### src/hdl/rpi_pkg.sv
// Package for the ray against polygon intersection block.
// Holds the widths, the channel item types, the sequencer states and the divider status.
// Used by every other file of the block; it depends on nothing.
package rpi_pkg;

   localparam int COORD_WIDTH = 32;
   localparam int FRAC_BITS   = 16;
   localparam int DIFF_W      = COORD_WIDTH + 1;
   localparam int MUL_W       = DIFF_W;
   localparam int PROD_W      = 2 * MUL_W;
   localparam int CR_W        = PROD_W - FRAC_BITS + 2;
   localparam int NUM_W       = CR_W + FRAC_BITS;
   localparam int CNT_W       = $clog2(NUM_W + 1);
   localparam int T_W         = FRAC_BITS + 1;
   localparam int DIST_W      = 63;
   localparam logic [NUM_W-1:0] ONE_Q = NUM_W'(1) << FRAC_BITS;

   typedef struct packed {
      logic signed [COORD_WIDTH-1:0] ray_start_x;
      logic signed [COORD_WIDTH-1:0] ray_start_y;
      logic signed [COORD_WIDTH-1:0] ray_cast_x;
      logic signed [COORD_WIDTH-1:0] ray_cast_y;
      logic signed [COORD_WIDTH-1:0] vertex_x;
      logic signed [COORD_WIDTH-1:0] vertex_y;
      logic                          last_vertex;
   } req_type;

   typedef struct packed {
      logic                          hit;
      logic signed [COORD_WIDTH-1:0] point_x;
      logic signed [COORD_WIDTH-1:0] point_y;
      logic signed [COORD_WIDTH-1:0] normal_x;
      logic signed [COORD_WIDTH-1:0] normal_y;
      logic [DIST_W-1:0]             sq_distance;
   } rsp_type;

   typedef enum logic [4:0] {
      ST_IDLE,
      ST_EDGE,
      ST_M_DEN1,
      ST_M_DEN2,
      ST_CHK_DEN,
      ST_M_U1,
      ST_M_U2,
      ST_DIVU_GO,
      ST_DIVU_WAIT,
      ST_M_T1,
      ST_M_T2,
      ST_DIVT_GO,
      ST_DIVT_WAIT,
      ST_M_DX,
      ST_M_DY,
      ST_M_DXX,
      ST_M_DYY,
      ST_UPDATE,
      ST_NEXT,
      ST_OUT
   } state_type;

   typedef struct packed {
      logic             done;
      logic             neg;
      logic [NUM_W-1:0] mag;
   } div_type;

endpackage

### src/hdl/rpi_mul.sv
// Shared signed multiplier with a registered product.
// Depends on rpi_pkg for the operand and product widths.
module rpi_mul (
   input  logic                                clock,
   input  logic signed [rpi_pkg::MUL_W-1:0]    a,
   input  logic signed [rpi_pkg::MUL_W-1:0]    b,
   output logic signed [rpi_pkg::PROD_W-1:0]   prod
);

   logic signed [rpi_pkg::PROD_W-1:0] prod_ff;
   logic signed [rpi_pkg::PROD_W-1:0] prod_in;

   assign prod_in = rpi_pkg::PROD_W'(a) * rpi_pkg::PROD_W'(b);

   always_ff @(posedge clock) begin
      prod_ff <= prod_in;
   end

   assign prod = prod_ff;

endmodule

### config.mk
export PLATFORM = sky130hd
export DESIGN_NAME = rpi_mul
export DESIGN_NICKNAME = d
export VERILOG_FILES = /design/src/hdl/rpi_pkg.sv /design/src/hdl/rpi_mul.sv
export SDC_FILE = /design/constraint.sdc
export NUM_CORES = 2
export LEC_CHECK = 0
export BUFFER_PORTS_ARGS = -buffer_cell sky130_fd_sc_hd__buf_2
export CORE_ASPECT_RATIO = 1.75
export CORE_MARGIN = 4
export CORE_UTILIZATION = 35
export CTS_CLUSTER_SIZE = 12
export DETAILED_ROUTE_END_ITERATION = 8
export GPL_TIMING_DRIVEN = 1
export PLACE_DENSITY = 0.52
export SLEW_MARGIN = 25
export SYNTH_ARGS = -nofsm -noshare
export SYNTH_HDL_FRONTEND = slang
export SYNTH_SLANG_ARGS = --single-unit
export TNS_END_PERCENT = 20
### constraint.sdc
create_clock -name clock -period 8.64 [get_ports clock]
set_input_delay 0.432 -clock clock [delete_from_list [all_inputs] [get_ports clock]]
set_output_delay 0.432 -clock clock [all_outputs]
set_load 0.01 [all_outputs]
==> run_results.csv <==
group,metric,value,unit
route,wire_per_inst,22.9,um
synth,syn_avg_cell_area,9.38,um^2
final_layout,finalNetCount,5758,
floorplan,die_area,121000,um^2
sta,setup_tns,0,ps
worst_setup_path,start_kind,"primary input",
floorplan,coreArea,114000,um^2
clocking,numCtsBuffers,9,
min_path,hold_depth,3,
worst_setup_path,end_kind,"register",
global_route,grt-busiest-layer,"met2",
route,wirelength,134,mm
floorplan,die_w,265,um
global_route,grt_max_degree,34,
floorplan,ioPinCount,133,
final_layout,largest_reg_flops,66,
final_layout,final_common_cell,"fa_1",
synth,synth_edf_count,0,
synth,syn_inst,4302,
global_route,grtUsageMet3,1.49,%
worst_setup_path,cp_data_arrival_time,8250,ps
clocking,cts.clk_slew.worst_paths,60,ps
global_route,grtUsageMet1,20.1,%
min_path,min-delay-start,"b[0]",
global_route,grt_overflow_total,0,
sta,max_freq,125,MHz
synth,syn_nets,5731,
clocking,cts_tree,"built",
synth,synthDistinctLibCells,61,
job,max_cap_viol_count,0,
synth,ys.flop_type,"dfxtp_1",
final_layout,seqCellArea,1320,um^2
min_path,hold_class,"in2reg",
synth,async_reset_ff_share,0,%
final_layout,drive_gt1_share,6.37,%
global_route,grt_usage,22.4,%
sta,post-route-min-period,8010,ps
floorplan,die_h,457,um
synth,synth_seq_cells,66,
final_layout,fill_cells,11734,
clocking,ctsRootBufferMaster,"clkbuf_16",
sta,rsz0062_at_grt,"no",
min_path,worstHoldEndpoint,"prod[0]",
clocking,cts.htree.levels,3,
route,via_count,28961,
placed_design,place_hpwl,114,mm
worst_setup_path,crit_path_max_fanout,22,
synth,yosys_warnings,0,
clocking,clockBufferDepth,2,
clocking,cts_setup_buffers,0,
route,via_per_inst,4.97,
run_status,outcome,"finished clean",
placed_design,pre_cts_ws,309,ps
sta,setup_ws,625,ps
route,drc_errors,0,
final_layout,area_growth,7.04,%
sta,tightestPinTransition,917,ps
placed_design,gp_congestion,0.894,
route,antenna_left,0,
route,first_iter_violations,1224,
global_route,antenna_found_initial,9,
floorplan,initial_utilization,35.3,%
sta,slew_viol_final,0,
synth,syn-cell-area,40400,um^2
floorplan,row_count,164,
sta,period_share,92.8,%
worst_setup_path,crit_type,"in2reg",
final_layout,mostFrequentLayoutCells,"fa_1, inv_1, and2_1, nand2_1, ha_1",
clocking,postCtsHoldBufs,0,
worst_setup_path,critical_path_required,8880,ps
clocking,clock_sinks,66,
sta,relSlewSlack,38.9,%
clocking,cts_resized,0,
global_route,grt_pass1_vias,33342,
synth,ys_seq_area_share,3.27,%
global_route,grt_pass1_wl,200,mm
placed_design,portBuffers,132,
final_layout,multiInputGateArea,34000,um^2
route,drt_pass1_iterations,6,
sta,finalHoldViolCount,0,
global_route,grt_use_met2,44.6,%
sta,setup_viol,0,
[cell families (layout without fill, tap and decap cells)]
family | Yosys count | after routing | synth area share (%)
compound gates | 217 | 217 | 3.60
simple gates | 1228 | 1228 | 15.4
xor+xnor | 75 | 75 | 1.63
other cells | 0 | 5 | 0
fa+ha+maj | 1362 | 1362 | 63.5
buf+inv | 1354 | 1386 | 12.6
flops | 66 | 66 | 3.27
[worst max path at each step]
stage	from	end	slack, ps	cells after the start
6_report	a[15]	prod[62]	630	25
5_1_grt	b[3]	prod[65]	250	25
4_1_cts	b[1]	prod[65]	670	24
3_5_place_dp	a[15]	prod[62]	310	25
3_3_place_gp	b[9]	prod[65]	360	23
2_1_floorplan	a[32]	prod[65]	990	22
[metal layers]
layer / vias up / share of wire, %
met5: - / 0.016
met4: 4 / 11
met3: 394 / 2.6
met2: 811 / 58
met1: 15514 / 28
li1: 12238 / -
[synthesized netlist by cell type (8+ instances only)]
master / count / area share, %
dfxtp_1: 66 / 3.3
o21ai_0: 37 / 0.46
nor2_1: 47 / 0.44
clkbuf_1: 220 / 2.0
a31oi_1: 9 / 0.14
and2_1: 562 / 8.7
xnor2_1: 55 / 1.2
xor2_1: 20 / 0.43
a21oi_1: 73 / 0.91
nand3_1: 18 / 0.22
fa_1: 1145 / 57
inv_1: 1133 / 11
ha_1: 217 / 6.7
nand2_1: 543 / 5.0
nand2b_1: 9 / 0.14
o21bai_1: 8 / 0.15
a21o_1: 28 / 0.52
nand4_1: 9 / 0.14
[final cells by class]
class                      count  area share (%)
tap                         1494            4.33
timing repair buffer         237            3.44
inverter                    1133            9.84
multi-input combinational   2882            78.6
clock inverter                 7           0.197
antenna                        5          0.0290
sequential                    66            3.06
clock buffer                   9           0.521
[per-stage QoR]
step | utilization (%) | hold slack (ps) | cell area [um^2] | instances
after detailed placement | 37.5 | 831 | 42900 | 5812
after global routing | 37.8 | 683 | 43200 | 5829
after CTS | 37.8 | 666 | 43200 | 5828
after floorplan | - | 559 | 40400 | 4302
final | 37.8 | 698 | 43200 | 5833
after global placement | 37.5 | 829 | 42900 | 5812
[worst max-delay path: stages]
cell and delay [ps]:
buf_2 520, buf_4 320, and2_1 180, fa_1 460, fa_1 530, inv_1 50, fa_1 470, inv_1 50
fa_1 470, fa_1 700, fa_1 570, fa_1 520, inv_1 50, fa_1 470, inv_1 40, ha_1 360
a21oi_1 210, o21bai_1 90, a21oi_1 220, o21ai_0 150, a311o_1 430, o2bb2ai_1 170, nor3_2 410, o211ai_1 190
xor2_1 160
Power is not shown: default switching activity piles up to over one toggle a cycle in this logic, so the estimate is an artifact.
