[src/hdl/rpi_pkg.sv]
// Package for the ray against polygon intersection block.
// Holds the widths, the channel item types, the sequencer states and the divider status.
// Used by every other file of the block; it depends on nothing.
package rpi_pkg;

   localparam int COORD_WIDTH = 32;
   localparam int FRAC_BITS   = 16;
   localparam int DIFF_W      = COORD_WIDTH + 1;
   localparam int MUL_W       = DIFF_W;
   localparam int PROD_W      = 2 * MUL_W;
   localparam int CR_W        = PROD_W - FRAC_BITS + 2;
   localparam int NUM_W       = CR_W + FRAC_BITS;
   localparam int CNT_W       = $clog2(NUM_W + 1);
   localparam int T_W         = FRAC_BITS + 1;
   localparam int DIST_W      = 63;
   localparam logic [NUM_W-1:0] ONE_Q = NUM_W'(1) << FRAC_BITS;

   typedef struct packed {
      logic signed [COORD_WIDTH-1:0] ray_start_x;
      logic signed [COORD_WIDTH-1:0] ray_start_y;
      logic signed [COORD_WIDTH-1:0] ray_cast_x;
      logic signed [COORD_WIDTH-1:0] ray_cast_y;
      logic signed [COORD_WIDTH-1:0] vertex_x;
      logic signed [COORD_WIDTH-1:0] vertex_y;
      logic                          last_vertex;
   } req_type;

   typedef struct packed {
      logic                          hit;
      logic signed [COORD_WIDTH-1:0] point_x;
      logic signed [COORD_WIDTH-1:0] point_y;
      logic signed [COORD_WIDTH-1:0] normal_x;
      logic signed [COORD_WIDTH-1:0] normal_y;
      logic [DIST_W-1:0]             sq_distance;
   } rsp_type;

   typedef enum logic [4:0] {
      ST_IDLE,
      ST_EDGE,
      ST_M_DEN1,
      ST_M_DEN2,
      ST_CHK_DEN,
      ST_M_U1,
      ST_M_U2,
      ST_DIVU_GO,
      ST_DIVU_WAIT,
      ST_M_T1,
      ST_M_T2,
      ST_DIVT_GO,
      ST_DIVT_WAIT,
      ST_M_DX,
      ST_M_DY,
      ST_M_DXX,
      ST_M_DYY,
      ST_UPDATE,
      ST_NEXT,
      ST_OUT
   } state_type;

   typedef struct packed {
      logic             done;
      logic             neg;
      logic [NUM_W-1:0] mag;
   } div_type;

endpackage

[src/hdl/rpi_div.sv]
// Iterative restoring divider, one quotient bit per cycle, truncating toward zero.
// Depends on rpi_pkg for widths and the status struct.
module rpi_div (
   input  logic                              clock,
   input  logic                              reset,
   input  logic                              start,
   input  logic signed [rpi_pkg::NUM_W-1:0]  num,
   input  logic signed [rpi_pkg::CR_W-1:0]   den,
   output rpi_pkg::div_type                  res
);

   logic                        busy_ff, busy_in;
   logic                        done_ff, done_in;
   logic [rpi_pkg::CNT_W-1:0]   cnt_ff, cnt_in;
   logic [rpi_pkg::CR_W:0]      rem_ff, rem_in;
   logic [rpi_pkg::NUM_W-1:0]   quo_ff, quo_in;
   logic [rpi_pkg::CR_W-1:0]    dmag_ff, dmag_in;
   logic                        neg_ff, neg_in;
   logic [rpi_pkg::CR_W:0]      rem_sh;
   logic [rpi_pkg::CR_W+1:0]    diff;
   logic                        ge;

   assign rem_sh = {rem_ff[rpi_pkg::CR_W-1:0], quo_ff[rpi_pkg::NUM_W-1]};
   assign diff   = {1'b0, rem_sh} - {2'b00, dmag_ff};
   assign ge     = !diff[rpi_pkg::CR_W+1];

   always_comb begin
      busy_in = busy_ff;
      done_in = 1'b0;
      cnt_in  = cnt_ff;
      rem_in  = rem_ff;
      quo_in  = quo_ff;
      dmag_in = dmag_ff;
      neg_in  = neg_ff;
      if (start) begin
         busy_in = 1'b1;
         cnt_in  = '0;
         rem_in  = '0;
         quo_in  = num[rpi_pkg::NUM_W-1] ? -num : num;
         dmag_in = den[rpi_pkg::CR_W-1] ? -den : den;
         neg_in  = num[rpi_pkg::NUM_W-1] ^ den[rpi_pkg::CR_W-1];
      end else if (busy_ff) begin
         rem_in = ge ? diff[rpi_pkg::CR_W:0] : rem_sh;
         quo_in = {quo_ff[rpi_pkg::NUM_W-2:0], ge};
         cnt_in = cnt_ff + 1'b1;
         if (cnt_ff == rpi_pkg::CNT_W'(rpi_pkg::NUM_W - 1)) begin
            busy_in = 1'b0;
            done_in = 1'b1;
         end
      end
   end

   always_ff @(posedge clock) begin
      if (reset) begin
         busy_ff <= 1'b0;
         done_ff <= 1'b0;
         cnt_ff  <= '0;
      end else begin
         busy_ff <= busy_in;
         done_ff <= done_in;
         cnt_ff  <= cnt_in;
      end
      rem_ff  <= rem_in;
      quo_ff  <= quo_in;
      dmag_ff <= dmag_in;
      neg_ff  <= neg_in;
   end

   assign res.done = done_ff;
   assign res.neg  = neg_ff;
   assign res.mag  = quo_ff;

endmodule
[config.mk]
export PLATFORM = sky130hd
export DESIGN_NAME = rpi_div
export DESIGN_NICKNAME = d
export VERILOG_FILES = /design/src/hdl/rpi_pkg.sv /design/src/hdl/rpi_div.sv
export SDC_FILE = /design/constraint.sdc
export NUM_CORES = 1
export LEC_CHECK = 0
export ABC_CLOCK_PERIOD_IN_PS = 3400
export BUFFER_PORTS_ARGS = -buffer_cell sky130_fd_sc_hd__buf_2
export CORE_MARGIN = 2
export CORE_UTILIZATION = 42
export CTS_CLUSTER_DIAMETER = 60
export DETAILED_ROUTE_END_ITERATION = 16
export GPL_TIMING_DRIVEN = 0
export PLACE_DENSITY = 0.6
export SLEW_MARGIN = 20
export SYNTH_ARGS = -nofsm -noshare
export SYNTH_HDL_FRONTEND = slang
export SYNTH_SLANG_ARGS = --single-unit
[constraint.sdc]
create_clock -name clock -period 3.4 [get_ports clock]
set_input_delay 0.17 -clock clock [delete_from_list [all_inputs] [get_ports clock]]
set_output_delay 0.17 -clock clock [all_outputs]
set_load 0.005 [all_outputs]
==> results.rst <==
.. list-table::
   :header-rows: 1

   * - Metric
     - Value
   * - Outcome
     - complete, no violations
   * - Data required time of the critical path
     - 3690 ps
   * - Clock buffer count from CTS
     - 17
   * - Antenna violations before repair
     - 2
   * - Sinks on Clock Net
     - 182
   * - Register bit count reported by yosys
     - 182
   * - Number of enable-type register cells in the synthesized netlist
     - 121
   * - Number of buffers on the longest clock path
     - 2
   * - WP buf/inv
     - 5
   * - Dpl hpwl
     - 32,200 um
   * - Crit-path leading delay family
     - compound AO/OA/AOI/OAI gates
   * - Global-route wire length before repair
     - 63,200 um
   * - Worst setup skew after layout
     - 17.7 ps
   * - Area inside the core boundary
     - 30,300 sq um
   * - Ys async rst share
     - 0%
   * - Number of failing hold endpoints at the final stage
     - 0
   * - Slew Limit Fails
     - 0
   * - Leading cell type by number of instances after synthesis
     - sky130_fd_sc_hd__nand2_1
   * - GRT overflow
     - 0
   * - Startpoint-to-endpoint class of the critical path
     - register to register
   * - Post-synthesis compound-gate area fraction
     - 21.2%
   * - Total track usage
     - 25.7%
   * - Maximum clock frequency
     - 303 MHz
   * - Worst hold path stage count
     - 2
   * - Average wire length per cell after detail routing
     - 19.6 um
   * - Transition at the pin with the smallest max-transition slack
     - 913 ps
   * - Power consumption
     - 6550 uW
   * - Period utilization
     - 97.1%
   * - Register-to-register path setup slack
     - 100 ps
   * - Power per cell area
     - 429 nW/um^2
   * - Area share of the leading cell type in the synthesized netlist
     - 28.2%
   * - Maximum number of pins on one net before global-route repair
     - 55
   * - Share of synthesized area occupied by flip-flops and latches
     - 37.7%
   * - Max Cap Violations
     - 0
   * - Multiplexer area fraction after synthesis
     - 0.933%
   * - Largest family of logic cells by synthesized area
     - compound AO/OA/AOI/OAI gates
   * - Layout Cell Area excl Fill
     - 15,200 sq um
   * - Arithmetic-cell share of the synthesized area counting full adders, half adders and majority gates
     - 5.50%
   * - Clock Tree Root
     - sky130_fd_sc_hd__clkbuf_16
   * - Worst min-delay path startpoint
     - den[5]
   * - Starting DRT DRC Count
     - 1,190
   * - Final setup vio count
     - 0
   * - Cell count of the worst reg-to-reg path
     - 14
   * - Hold Crit Class
     - input pin to register
   * - Area growth from synthesis to layout
     - 18.5%
   * - Crit-path max FO
     - 7
   * - FP Rows
     - 64
   * - Most Frequent Cell on Critical Path
     - sky130_fd_sc_hd__buf_4
   * - Element type at the critical path end
     - register
   * - Worst ir drop on vdd
     - 0.310 mV
   * - Number of distinct library cell variants in the gate-level netlist after synthesis
     - 73
   * - Insertion delay to the later sink of the worst-skew pair
     - 450 ps
   * - Leakage power total
     - 0.00600 uW
   * - Yosys warnings
     - 0
   * - First-pass iteration count of the detailed router
     - 5
   * - Net Count, Synth
     - 1,686
   * - End point of the worst hold path
     - dmag_ff[5]$_DFFE_PP_
   * - Setup tns final
     - 0 ps
   * - Launching point of the worst reg2reg path
     - dmag_ff[4]$_DFFE_PP_
   * - Via count of the first global-routing pass
     - 11.6k
   * - Final Routed Wirelength
     - 41,900 um
   * - Cell with the largest stage delay on the worst path
     - sky130_fd_sc_hd__o311ai_4
   * - Crit Reg-Reg Endpoint
     - rem_ff[39]$_SDFFE_PP0P_
   * - Inst Count DP
     - 2,095
   * - Die Height
     - 179 um
   * - Data arrival time of the critical path
     - 3600 ps
   * - Remaining max-slew budget at the tightest pin
     - 39.2%
   * - Number of nets in the finished design
     - 1,902
   * - Antenna viol nets, final
     - 0
   * - Leading cell types by count after synthesis
     - 167 x sky130_fd_sc_hd__nand2_1, 163 x sky130_fd_sc_hd__nor2_1, 131 x sky130_fd_sc_hd__a21oi_1
   * - Die outline width
     - 179 um
   * - Leading register cell type out of synthesis
     - sky130_fd_sc_hd__edfxtp_1
   * - Largest area contributor in the netlist
     - sky130_fd_sc_hd__edfxtp_1
   * - Final Non-Filler Cells
     - 2,133
   * - Critical path, cell by cell
     - inv_1 -> ha_1 -> a21o_1 -> a31o_2 -> o21ai_4 -> o31ai_4 -> o311ai_4 -> buf_4 -> buf_4 -> a31oi_4 -> buf_12 -> clkbuf_16 -> nand2_1 -> o221ai_1
   * - Fraction of layout cells with a size suffix above 1
     - 17.6%
   * - Total number of vias
     - 12.4k
   * - Cell Area, Placed
     - 14,300 sq um
   * - Vias/cell
     - 5.82
   * - Simple-gate area share of the yosys netlist
     - 19.6%
   * - Highest cell delay on the worst timing path
     - 400 ps
   * - Count of mapped cells out of synthesis
     - 1,507
   * - Synthesized area divided by synthesized cell count
     - 8.54 sq um
   * - Top area cells in the synthesized netlist
     - sky130_fd_sc_hd__edfxtp_1 28%, sky130_fd_sc_hd__dfxtp_1 9.5%, sky130_fd_sc_hd__xor2_1 5.6%
   * - Buffers on Ports
     - 191
   * - Final core utilization
     - 50.2%
   * - Global placement routability congestion
     - 0.937
   * - Post-synthesis share of cell area spent on xor and xnor gates
     - 10.4%
   * - Startpoint kind of the worst setup timing path
     - register
   * - Clock tree from TritonCTS
     - done
   * - Reg clk slew, reported paths
     - 80 ps
   * - Post-route minimum period
     - 3300 ps
   * - Number of levels in the clock H-tree
     - 4
   * - Ports
     - 193
   * - Starting utilization of the core area
     - 42.4%
   * - Number of design rule violations left after detail routing
     - 0
   * - Total standard cell area after synthesis
     - 12,900 sq um
   * - Die ar.
     - 32,100 sq um
## where the power goes
| part | total [uW] | internal (uW) | switching, uW | leakage [uW] |
|---|---|---|---|---|
| Sequential | 2730 | 2610 | 121 | 0.00169 |
| Clock | 1960 | 1030 | 933 | 0.000278 |
| Combinational | 1850 | 710 | 1140 | 0.00403 |
| Total | 6550 | 4350 | 2190 | 0.00600 |
## sequential cells by signal (all words and copies together) (netlist names)
| signal | cells |
|---|---|
| dmag_ff | 52 |
| quo_ff | 68 |
| neg_ff | 1 |
| rem_ff | 52 |
| done_ff | 1 |
| busy_ff | 1 |
| cnt_ff | 7 |
## through the flow
| step | hold WS [ps] | setup WS [ps] |
|---|---|---|
| detailed placement | 346 | -1380 |
| CTS | 29.1 | 1.81 |
| global route | 27.7 | -21.5 |
| floorplan | 242 | -119 |
| finish | 34.3 | 97.6 |
| global placement | 341 | -1620 |
## per-layer routing
layer  track usage (%)  share of wire, %
met5                 0             0.031
met1              36.5                46
met3              4.35               6.8
met4              8.16               2.6
met2              39.7                45
## placed cells by master, fill, tap and decap left out, types with 7 or more instances in the layout
cell type and n:
sky130_fd_sc_hd__xnor2_1 71, sky130_fd_sc_hd__a311oi_1 32, sky130_fd_sc_hd__nand4_1 23, sky130_fd_sc_hd__o31ai_1 36
sky130_fd_sc_hd__buf_4 13, sky130_fd_sc_hd__or2_2 9, sky130_fd_sc_hd__nor2_1 163, sky130_fd_sc_hd__o41ai_1 16
sky130_fd_sc_hd__ha_1 50, sky130_fd_sc_hd__buf_2 191, sky130_fd_sc_hd__xor2_1 82, sky130_fd_sc_hd__nand3_1 23
sky130_fd_sc_hd__o21a_1 10, sky130_fd_sc_hd__dfxtp_1 61, sky130_fd_sc_hd__a211oi_1 12, sky130_fd_sc_hd__or4_1 22
sky130_fd_sc_hd__edfxtp_1 121, sky130_fd_sc_hd__a21oi_1 128, sky130_fd_sc_hd__o21ai_0 83, sky130_fd_sc_hd__a21o_1 25
sky130_fd_sc_hd__nor3_1 33, sky130_fd_sc_hd__or3_1 24, sky130_fd_sc_hd__clkbuf_16 18, sky130_fd_sc_hd__nand2_1 166
sky130_fd_sc_hd__mux2_2 8, sky130_fd_sc_hd__nor4_1 10, sky130_fd_sc_hd__clkbuf_1 52, sky130_fd_sc_hd__nand2b_1 7
sky130_fd_sc_hd__inv_1 83, sky130_fd_sc_hd__o21bai_1 12, sky130_fd_sc_hd__and2_1 9, sky130_fd_sc_hd__a31oi_1 8
## layout make-up
cell class	count	area, sq um
Sequential cell	182	4850
Timing Repair Buffer	203	1080
Fill cell	2958	15100
Multi-Input combinational cell	1170	7620
Antenna cell	1	2.50
Buffer	65	307
Clock buffer	18	429
Tap cell	396	495
Clock inverter	14	139
Inverter	84	318
## cells by family after synthesis
family,Yosys count
buffers and inverters,155
muxes,11
DFF,182
xor gates and xnor gates,153
AOI/OAI and AO/OA,421
adders and majority gates,56
and+or+nand+nor,529
## worst max-delay path by stage
stage / depth (start not counted) / startpoint / to
6_report: 14 / dmag_ff[4]$_DFFE_PP_ / rem_ff[39]$_SDFFE_PP0P_
5_1_grt: 13 / quo_ff[67]$_DFFE_PP_ / rem_ff[46]$_SDFFE_PP0P_
4_1_cts: 11 / dmag_ff[4]$_DFFE_PP_ / rem_ff[13]$_SDFFE_PP0P_
3_5_place_dp: 13 / dmag_ff[4]$_DFFE_PP_ / rem_ff[16]$_SDFFE_PP0P_
3_3_place_gp: 13 / dmag_ff[4]$_DFFE_PP_ / rem_ff[5]$_SDFFE_PP0P_
2_1_floorplan: 10 / den[9] / dmag_ff[49]$_DFFE_PP_
## what timing repair did
| action | 4_1_cts | 5_1_grt |
|---|---|---|
| buffers inserted | 5 | 3 |
| cloned | 0 | 1 |
| hold endpoints to repair | 2 | 0 |
| setup endpoints to repair | 53 | 54 |
| resized for setup | 31 | 33 |
| hold buffers | 2 | 0 |
| pin swaps | 4 | 6 |
Note: power is estimated with default switching activity, not from simulation.
